`src/rtl/assert_macros.svh`:
```
// Assertion macros shared by the RTL files.
`ifndef ASSERT_MACROS_SVH
`define ASSERT_MACROS_SVH

// Check on every rising edge of clk, skipped while rst is high.
`define ASSERT_CLK(lbl, prop, msg) \
  lbl: assert property (@(posedge clk) disable iff (rst) (prop)) else $error(msg);

// Check on every rising edge of clk, reset cycles included.
`define ASSERT_ALWAYS(lbl, prop, msg) \
  lbl: assert property (@(posedge clk) (prop)) else $error(msg);

`endif

```
`src/rtl/llat_pkg.sv`:
```
// Shared types, constants and helpers of the torus automaton.
`timescale 1ns / 1ps

package llat_pkg;

  localparam int MaxWidth  = 64;
  localparam int MaxHeight = 64;

  localparam int ColW   = $clog2(MaxWidth);
  localparam int RowW   = $clog2(MaxHeight);
  localparam int WActW  = $clog2(MaxWidth + 1);
  localparam int HActW  = $clog2(MaxHeight + 1);
  localparam int SizeW  = 7;
  localparam int MaskW  = 9;
  localparam int NbrW   = 4;
  localparam int XW     = 6;
  localparam int YW     = 6;
  localparam int CfgIdxW  = 2;
  localparam int CfgDataW = 9;

  typedef logic [MaxWidth-1:0] row_t;

  typedef enum logic [1:0] {
    REQ_WRITE = 2'd0,
    REQ_READ  = 2'd1,
    REQ_STEP  = 2'd2,
    REQ_NONE  = 2'd3
  } req_t;

  typedef enum logic [CfgIdxW-1:0] {
    CFG_WIDTH    = 2'd0,
    CFG_HEIGHT   = 2'd1,
    CFG_BIRTH    = 2'd2,
    CFG_SURVIVAL = 2'd3
  } cfg_idx_t;

  typedef enum logic [1:0] {
    ST_IDLE,
    ST_SWEEP,
    ST_FIX,
    ST_DONE
  } state_t;

  typedef struct packed {
    logic shift_en;
    logic load_en;
  } cell_ctrl_t;

  function automatic logic [WActW-1:0] act_width(input logic [SizeW-1:0] r);
    int unsigned v;
    v = 32'(r);
    if (v == 0) v = 1;
    else if (v > MaxWidth) v = MaxWidth;
    return WActW'(v);
  endfunction

  function automatic logic [HActW-1:0] act_height(input logic [SizeW-1:0] r);
    int unsigned v;
    v = 32'(r);
    if (v == 0) v = 1;
    else if (v > MaxHeight) v = MaxHeight;
    return HActW'(v);
  endfunction

endpackage

```
`src/rtl/llat_cell.sv`:
```
// One row register of the rotating grid ring.
`timescale 1ns / 1ps

module llat_cell (
  input  logic                clk,
  input  logic                rst,
  input  llat_pkg::cell_ctrl_t ctrl,
  input  llat_pkg::row_t      shift_in,
  input  llat_pkg::row_t      load_data,
  output llat_pkg::row_t      row_q
);
  import llat_pkg::*;

  always_ff @(posedge clk) begin
    if (rst) begin
      row_q <= '0;
    end else if (ctrl.load_en) begin
      row_q <= load_data;
    end else if (ctrl.shift_en) begin
      row_q <= shift_in;
    end
  end

endmodule

```
`config.mk`:
```
export PLATFORM = sky130hd
export DESIGN_NAME = llat_cell
export DESIGN_NICKNAME = d
export VERILOG_FILES = /design/src/rtl/assert_macros.svh /design/src/rtl/llat_pkg.sv /design/src/rtl/llat_cell.sv
export SDC_FILE = /design/constraint.sdc
export NUM_CORES = 1
export LEC_CHECK = 0
export ABC_CLOCK_PERIOD_IN_PS = 1440
export BUFFER_PORTS_ARGS = -buffer_cell sky130_fd_sc_hd__buf_4
export CAP_MARGIN = 20
export CORE_MARGIN = 5
export CORE_UTILIZATION = 42
export CTS_CLUSTER_DIAMETER = 80
export CTS_CLUSTER_SIZE = 14
export DETAILED_ROUTE_END_ITERATION = 8
export PLACE_DENSITY_LB_ADDON = 0.25
export SLEW_MARGIN = 5
export SYNTH_ARGS = -nofsm -noshare
export SYNTH_HDL_FRONTEND = slang
export SYNTH_SLANG_ARGS = --single-unit
```
`constraint.sdc`:
```
create_clock -name clk -period 1.44 [get_ports clk]
set_clock_uncertainty 0.2 [all_clocks]
set_input_delay 0.216 -clock clk [delete_from_list [all_inputs] [get_ports clk]]
set_output_delay 0.216 -clock clk [all_outputs]
set_load 0.02 [all_outputs]
```
==> impl_metrics.py <==
metrics = {
    "run_status": {
        "outcome": "complete, no violations",
    },
    "cells_and_area": {
        "largest-register": "row_q",
        "area_growth_pct": 70.8,
        "layout.nets": 647,
        "largest_reg_flops": 64,
        "diodes": 0,
        "fin_cells": 618,
        "drive_gt1_share_pct": 43.0,
        "stdcell_area_um2": 5200,
        "top_regs": "row_q x64",
    },
    "setup_path": {
        "path_cells": "buf_4 > inv_2 > buf_12 > a211oi_1",
        "critPathArrivalTime_ns": 1.30,
        "reg2reg_slack_ns": 0.42,
        "r2r_cells": 2,
        "rr_startpoint": "row_q[49]",
        "required_ns": 1.46,
        "cp-end-kind": "register",
        "path_max_fanout": 65,
        "crit_path_max_incr_delay_ns": 0.43,
        "r2r-end": "row_q[49]",
        "worstSetupPathType": "in -> reg",
        "crit_path_start_kind": "input port",
        "cp_slowest_cell": "buf_4",
    },
    "place": {
        "place.gp.congestion": 0.713,
        "port_buffers": 195,
        "place_hpwl_um": 6820,
        "detailed_place.area_um2": 4560,
        "dpl.cell_count": 558,
    },
    "yosys": {
        "ys_types": 10,
        "synth-seq-cells": 64,
        "synth_area_um2": 3050,
        "synth-seq-area-share_pct": 42.1,
        "synth_top_area_share_pct": 42.1,
        "syn_nets": 416,
        "ys_top_cells_by_count": "64 x dfxtp_1, 64 x mux2i_1, 64 x nor2b_1",
        "synth_top_area_cell": "dfxtp_1",
        "async_flop_share_pct": 0,
        "ys_warn_count": 0,
        "synth_area_leaders": "dfxtp_1 42%, mux2i_1 21%, a211oi_1 15%",
        "syn_inst": 284,
        "dominantRegCellSynth": "dfxtp_1",
        "syn_area_per_cell_um2": 10.7,
        "synth_edf_count": 0,
    },
    "clocking": {
        "holdBufCountCts": 45,
        "cts_resized": 0,
        "cts-root-buf": "clkbuf_8",
        "cts_buffers": 9,
        "clk_pin_slew_worst_paths_ns": 0.06,
        "post_cts_buffers": 0,
        "clock_path_buffers": 2,
        "clk-insertion-delay-late_ns": 0.32,
        "cts.htree.levels": 3,
        "cts_tree": "built",
        "clock_sinks": 64,
    },
    "die": {
        "die_area_um2": 9050,
        "start_util_pct": 42.7,
        "rows": 31,
        "design.core.area_um2": 7140,
        "die_h_um": 95.2,
        "ioPinCount": 196,
        "chipWidth_um": 95.2,
    },
    "pwr": {
        "leakagePower_nw": 2.44,
        "finalPower_w": 0.00468,
        "power_density_nw_per_um2": 899,
        "vdd_drop_max_mv": 0.553,
    },
    "grt": {
        "grt_max_degree": 66,
        "grt_pass1_wl_um": 15500,
        "grt_usage_pct": 22.1,
        "grt_pass1_vias": 3250,
        "antenna_found_initial": 0,
        "grt_overflow": 0,
    },
    "run": {
        "cap_violations": 0,
    },
    "route": {
        "vias_per_cell": 4.89,
        "drc": 0,
        "num_vias": 3024,
        "drt_iter0_markers": 93,
        "first_pass_iters": 4,
        "routed_wl_um": 10200,
        "wl_per_cell_um": 16.5,
        "ant_nets": 0,
    },
    "hold_path": {
        "hold_path_class": "in -> reg",
        "hold_path.startpoint": "load_data[34]",
        "worstHoldPathCells": 3,
        "whs_endpoint": "row_q[34]",
    },
    "timing": {
        "rsz0062_at_grt": "false",
        "hold_viol_final": 0,
        "tightest_slew_ns": 0.544,
        "tns_ns": 0,
        "slew_violations": 0,
        "relSlewSlack_pct": 63.8,
        "finalCritPeriodShare_pct": 89.1,
        "finalSetupViolCount": 0,
        "fin_crit_ns": 1.28,
        "max_freq_mhz": 780,
    },
}
-- final cells by class --
cell class                 instances  area [um2]
sequential                        64        1280
inverter                           1        3.75
clock buffer                      13         179
multi-input combinational        192        1550
timing repair buffer             247        2050
clock inverter                     2        12.5
fill                             551        1940
tap                               99         124
-- critical path: cells and delay by family --
kind	cells	cell delay, ns
buffers and inverters	3	0.77
AO/OA/AOI/OAI	1	0.26
-- routing by layer --
metal	global-route usage, %	vias up	share of wire [%]
li1	-	1498	-
met1	25.0	1393	40
met2	39.9	111	51
met3	4.50	22	5.7
met4	9.25	0	2.5
met5	0	-	0
-- metrics by stage --
stage	hold slack [ns]	util, %	worst slack (ns)
floorplan	0.207	-	0.238
global placement	0.322	63.9	-0.0544
detailed placement	0.331	63.9	-0.159
CTS	0.000232	72.9	0.176
global route	0.00337	72.9	0.114
finish	0.0158	72.9	0.157
-- how the worst max path moves through the flow --
stage | from | cells after the start | slack (ns) | endpoint
final | ctrl[0] | 4 | 0.16 | row_q[49]
after global routing | ctrl[0] | 4 | 0.11 | row_q[49]
after CTS | row_q[33] | 1 | 0.18 | row_q[33]
after detailed placement | ctrl[0] | 4 | -0.16 | row_q[49]
after global placement | ctrl[0] | 4 | -0.05 | row_q[8]
after floorplan | ctrl[0] | 4 | 0.24 | row_q[52]
-- where the power goes --
| group | internal, W | switching [W] | total [W] |
|---|---|---|---|
| combinational | 0.000689 | 0.000544 | 0.00123 |
| clock | 0.000802 | 0.000658 | 0.00146 |
| sequential | 0.00191 | 0.0000749 | 0.00198 |
-- cell usage in the layout, fill, tap and decap left out, drive strengths merged --
| cell type | netlist | final |
|---|---|---|
| a211oi | 64 | 64 |
| buf | 10 | 202 |
| clkbuf | 17 | 13 |
| clkinv | 0 | 1 |
| clkinvlp | 0 | 1 |
| dfxtp | 64 | 64 |
| dlygate4sd3 | 0 | 45 |
| inv | 1 | 1 |
| mux2i | 64 | 64 |
| nor2b | 64 | 64 |
-- cells by family (layout without fill, tap and decap cells) --
family | Yosys count | in the layout | synth area share, %
mux | 64 | 64 | 21.0
compound gates | 64 | 64 | 16.6
flops | 64 | 64 | 42.1
simple gates | 64 | 64 | 13.1
buf+inv | 28 | 263 | 7.15
(Power assumes the default switching activity.)
