$ cat src/rtl/assert_macros.svh
// Assertion macros shared by the RTL files.
`ifndef ASSERT_MACROS_SVH
`define ASSERT_MACROS_SVH

// Check on every rising edge of clk, skipped while rst is high.
`define ASSERT_CLK(lbl, prop, msg) \
  lbl: assert property (@(posedge clk) disable iff (rst) (prop)) else $error(msg);

// Check on every rising edge of clk, reset cycles included.
`define ASSERT_ALWAYS(lbl, prop, msg) \
  lbl: assert property (@(posedge clk) (prop)) else $error(msg);

`endif

$ cat src/rtl/llat_pkg.sv
// Shared types, constants and helpers of the torus automaton.
`timescale 1ns / 1ps

package llat_pkg;

  localparam int MaxWidth  = 64;
  localparam int MaxHeight = 64;

  localparam int ColW   = $clog2(MaxWidth);
  localparam int RowW   = $clog2(MaxHeight);
  localparam int WActW  = $clog2(MaxWidth + 1);
  localparam int HActW  = $clog2(MaxHeight + 1);
  localparam int SizeW  = 7;
  localparam int MaskW  = 9;
  localparam int NbrW   = 4;
  localparam int XW     = 6;
  localparam int YW     = 6;
  localparam int CfgIdxW  = 2;
  localparam int CfgDataW = 9;

  typedef logic [MaxWidth-1:0] row_t;

  typedef enum logic [1:0] {
    REQ_WRITE = 2'd0,
    REQ_READ  = 2'd1,
    REQ_STEP  = 2'd2,
    REQ_NONE  = 2'd3
  } req_t;

  typedef enum logic [CfgIdxW-1:0] {
    CFG_WIDTH    = 2'd0,
    CFG_HEIGHT   = 2'd1,
    CFG_BIRTH    = 2'd2,
    CFG_SURVIVAL = 2'd3
  } cfg_idx_t;

  typedef enum logic [1:0] {
    ST_IDLE,
    ST_SWEEP,
    ST_FIX,
    ST_DONE
  } state_t;

  typedef struct packed {
    logic shift_en;
    logic load_en;
  } cell_ctrl_t;

  function automatic logic [WActW-1:0] act_width(input logic [SizeW-1:0] r);
    int unsigned v;
    v = 32'(r);
    if (v == 0) v = 1;
    else if (v > MaxWidth) v = MaxWidth;
    return WActW'(v);
  endfunction

  function automatic logic [HActW-1:0] act_height(input logic [SizeW-1:0] r);
    int unsigned v;
    v = 32'(r);
    if (v == 0) v = 1;
    else if (v > MaxHeight) v = MaxHeight;
    return HActW'(v);
  endfunction

endpackage

$ cat src/rtl/llat_row_update.sv
// Next-generation value of one row from itself and the rows above and below.
`timescale 1ns / 1ps

module llat_row_update (
  input  llat_pkg::row_t                   above,
  input  llat_pkg::row_t                   cur,
  input  llat_pkg::row_t                   below,
  input  logic [llat_pkg::WActW-1:0]       w_act,
  input  logic [llat_pkg::MaskW-1:0]       birth_mask,
  input  logic [llat_pkg::MaskW-1:0]       survival_mask,
  output llat_pkg::row_t                   new_row
);
  import llat_pkg::*;

  logic [ColW-1:0] wm1;

  assign wm1 = ColW'(w_act - WActW'(1));

  for (genvar gx = 0; gx < MaxWidth; gx++) begin : g_col
    localparam int XR = (gx == MaxWidth - 1) ? 0 : gx + 1;
    logic             a_l, c_l, b_l;
    logic             a_r, c_r, b_r;
    logic             at_right;
    logic [NbrW-1:0]  n;
    logic [MaskW-1:0] mask;

    // Left neighbor of column zero wraps to the last column in use.
    if (gx == 0) begin : g_left_wrap
      assign a_l = above[wm1];
      assign c_l = cur[wm1];
      assign b_l = below[wm1];
    end else begin : g_left
      assign a_l = above[gx-1];
      assign c_l = cur[gx-1];
      assign b_l = below[gx-1];
    end

    assign at_right = (wm1 == ColW'(gx));
    assign a_r = at_right ? above[0] : above[XR];
    assign c_r = at_right ? cur[0]   : cur[XR];
    assign b_r = at_right ? below[0] : below[XR];

    assign n = NbrW'(a_l) + NbrW'(above[gx]) + NbrW'(a_r)
             + NbrW'(b_l) + NbrW'(below[gx]) + NbrW'(b_r)
             + NbrW'(c_l) + NbrW'(c_r);

    assign mask = cur[gx] ? survival_mask : birth_mask;

    // Columns beyond the grid in use drop to dead.
    assign new_row[gx] = (WActW'(gx) < w_act) ? mask[n] : 1'b0;
  end

endmodule

$ cat config.mk
export PLATFORM = sky130hd
export DESIGN_NAME = llat_row_update
export DESIGN_NICKNAME = d
export VERILOG_FILES = /design/src/rtl/assert_macros.svh /design/src/rtl/llat_pkg.sv /design/src/rtl/llat_row_update.sv
export SDC_FILE = /design/constraint.sdc
export NUM_CORES = 1
export LEC_CHECK = 0
export ABC_CLOCK_PERIOD_IN_PS = 8000
export BUFFER_PORTS_ARGS = -buffer_cell sky130_fd_sc_hd__buf_2
export CORE_UTILIZATION = 40
export DETAILED_ROUTE_END_ITERATION = 12
export PLACE_DENSITY = 0.61
export REMOVE_ABC_BUFFERS = 1
export SETUP_SLACK_MARGIN = 0.05
export SYNTH_ARGS = -nofsm -noshare
export SYNTH_HDL_FRONTEND = slang
export SYNTH_SLANG_ARGS = --single-unit
$ cat constraint.sdc
create_clock -name vclk -period 8
set_input_delay 0.4 -clock vclk [all_inputs]
set_output_delay 0.4 -clock vclk [all_outputs]
set_load 0.005 [all_outputs]
==> flow_summary_export.csv <==
group,metric,value,unit
timing,worstMarginPinSlew,1.19,ns
worst_setup_path,worstPathCellList,"buf_2, inv_1, ha_1, nand2b_1, inv_1, a22o_1, a22oi_1, a21boi_0, or4_1, fa_1, inv_1, fa_1, inv_1, fa_1, ha_1, inv_1, fa_1, xor2_1, mux4_2, mux2i_1, a21oi_1, buf_2",
timing,slew_viol_final,0,
yosys,synth-seq-area-share,0,%
worst_setup_path,cpMostUsedCell,"inv_1",
yosys,yosysTopAreaCell,"mux4_2",
drt,viasPerCell,6.64,
timing,hold_viol,0,
drt,routedWlPerCell,29.1,µm
drt,drc,0,
power_and_ir_drop,p_int,2.12,mW
drt,drtIter0Drc,2280,
power_and_ir_drop,power_frac_clock,0,%
power_and_ir_drop,power_frac_seq,0,%
global_route,grt_use_total,30.2,%
min_path,min_from,"w_act[1]",
layout,mostFrequentLayoutCell,"inv_1",
drt,dr.pass1.iters,5,
timing,whs,1.40,ns
placement,dpl.hpwl,66700,µm
min_path,min_to,"new_row[5]",
worst_setup_path,cp_slowest_cell,"or4_1",
global_route,grt_pass1_vias,23300,
yosys,synth_cell_types,59,
power_and_ir_drop,switching_power,2.17,mW
die,die_area,64000,µm²
die,core_area,61900,µm²
timing,slew_headroom,20.6,%
run,maxCapViolCount,0,
worst_setup_path,cp_max_fo,16,
timing,fin_setup_tns,0,ns
power_and_ir_drop,ir_drop,0.000109,V
layout,regArea,0,µm²
worst_setup_path,crit_path_end_kind,"output pin",
layout,clkbuf_count,0,
layout,mostFrequentLayoutCells,"inv_1 (392), mux4_2 (355), buf_2 (267)",
power_and_ir_drop,swShare,50.6,%
yosys,synth_top_cell_area_share,31.7,%
yosys,yosys_warnings,0,
yosys,syn_inst,2408,
cts,hold_buffers,0,
yosys,netlist_area,25200,µm²
layout,drive_above_1_share,30.7,%
worst_setup_path,worstPathArrival,6.65,ns
timing,rsz0062_at_grt,"false",
yosys,synth_area_per_cell,10.5,µm²
global_route,antenna_found_initial,15,
placement,routabilityCongestion,0.933,
layout,fin_area,26800,µm²
global_route,grt_pass1_wl,145000,µm
drt,dr_total_vias,21900,
power_and_ir_drop,powerDensity,160,nW/µm²
status,outcome,"finished clean",
power_and_ir_drop,combPwrFrac,100.0,%
layout,design.seq.count,0,
placement,place_area,26800,µm²
timing,fin_crit_sh,88.2,%
timing,min_period,7.05,ns
yosys,synth_area_leaders,"mux4_2 (32%), fa_1 (20%), ha_1 (9.8%), mux2i_1 (9.1%), inv_1 (5.8%)",
layout,fin_nets,3130,
cts,post_cts_resized,0,
global_route,overflow,0,
die,die_w,253,µm
drt,ant_nets,0,
worst_setup_path,critPathMaxStageDelay,0.60,ns
global_route,grt_max_degree,65,
min_path,hold_depth,4,
layout,fin_util,43.3,%
timing,fmax,0.142,GHz
layout,nFillCells,5874,
die,io_pins,281,
layout,area_growth,6.52,%
placement,numPortBuffers,281,
worst_setup_path,worstSetupPathType,"input pin to output pin",
drt,finalWirelength,96000,µm
min_path,hold_path.class,"input pin to output pin",
worst_setup_path,required,7.60,ns
worst_setup_path,worst_setup_path_start_kind,"input pin",
power_and_ir_drop,p_leak,12.2,nW
die,rows,91,
cts,cts_setup_buffers,0,
timing,setup_violations,0,
die,die_h,253,µm
die,start_util,40.7,%
layout,multi_input_comb_area,22700,µm²
-- metal layers --
layer	global-route usage (%)	routed length [µm]	vias up
met5	0	109	-
met4	11.1	3880	18
met3	7.47	12500	301
met2	49.6	45400	1625
met1	38.4	34100	11200
li1	-	-	8794
-- cell families after synthesis --
| group | count (synthesis) | synth area share (%) |
|---|---|---|
| adder cells (fa/ha/maj) | 453 | 30.1 |
| XOR/XNOR | 64 | 2.25 |
| multiplexers | 644 | 43.7 |
| AND/OR/NAND/NOR | 325 | 7.13 |
| buffers and inverters | 651 | 10.1 |
| AO/OA/AOI/OAI | 271 | 6.74 |
-- critical path: cells and delay by family --
family	cells	cell delay, ns
adder cells (fa/ha/maj)	6	2.50
AO/OA/AOI/OAI	4	1.16
XOR/XNOR	1	0.20
buffers and inverters	7	0.81
multiplexers	2	0.66
AND/OR/NAND/NOR	2	0.92
-- power by group through the flow --
stage / logic (mW) / registers, mW / clock network [mW]
2_1_floorplan: 2.97 / 0 / 0
3_3_place_gp: 4.06 / 0 / 0
3_5_place_dp: 4.23 / 0 / 0
4_1_cts: 4.25 / 0 / 0
5_1_grt: 4.70 / 0 / 0.0000000670
6_report: 4.29 / 0 / 0.000000101
-- worst max-delay path by stage --
stage,start,depth (start not counted),slack [ns],end
2_1_floorplan,w_act[1],18,1.27,new_row[0]
3_3_place_gp,w_act[1],23,1.12,new_row[0]
3_5_place_dp,w_act[1],23,1.04,new_row[0]
4_1_cts,w_act[1],23,1.01,new_row[0]
5_1_grt,w_act[1],23,0.58,new_row[0]
6_report,w_act[1],22,0.95,new_row[0]
-- cells in the mapped netlist (2+ instances only) --
library cell / instances
a21boi_0: 6
a21o_1: 35
a21oi_1: 101
a22oi_1: 24
a311oi_1: 10
a31oi_1: 20
and2_1: 3
buf_1: 12
buf_2: 16
buf_4: 13
buf_6: 2
clkbuf_1: 215
fa_1: 256
ha_1: 197
inv_1: 392
mux2_2: 51
mux2_4: 9
mux2i_1: 228
mux4_2: 355
nand2_1: 91
nand2b_1: 4
nand3_1: 53
nand3_4: 9
nor2_1: 42
nor2_4: 7
nor2b_1: 40
nor3_1: 42
nor4b_1: 23
o21ai_0: 58
o22ai_2: 2
or3_1: 2
or4_1: 2
xnor2_1: 2
xor2_1: 61
-- cell type report --
cell class	instances	area share (%)
inverter	392	5.48
antenna	6	0.0559
tap	837	3.90
timing repair buffer	309	6.15
multi-input combinational	1757	84.4
-- per-stage QoR --
stage | worst slack [ns] | power, mW | std cells
after global routing | 0.585 | 4.70 | 3299
after detailed placement | 1.04 | 4.23 | 3295
after floorplan | 1.27 | 2.97 | 2149
after global placement | 1.12 | 4.06 | 3295
final | 0.946 | 4.29 | 3301
after CTS | 1.01 | 4.25 | 3295
Power figures use the tool's default switching activity.
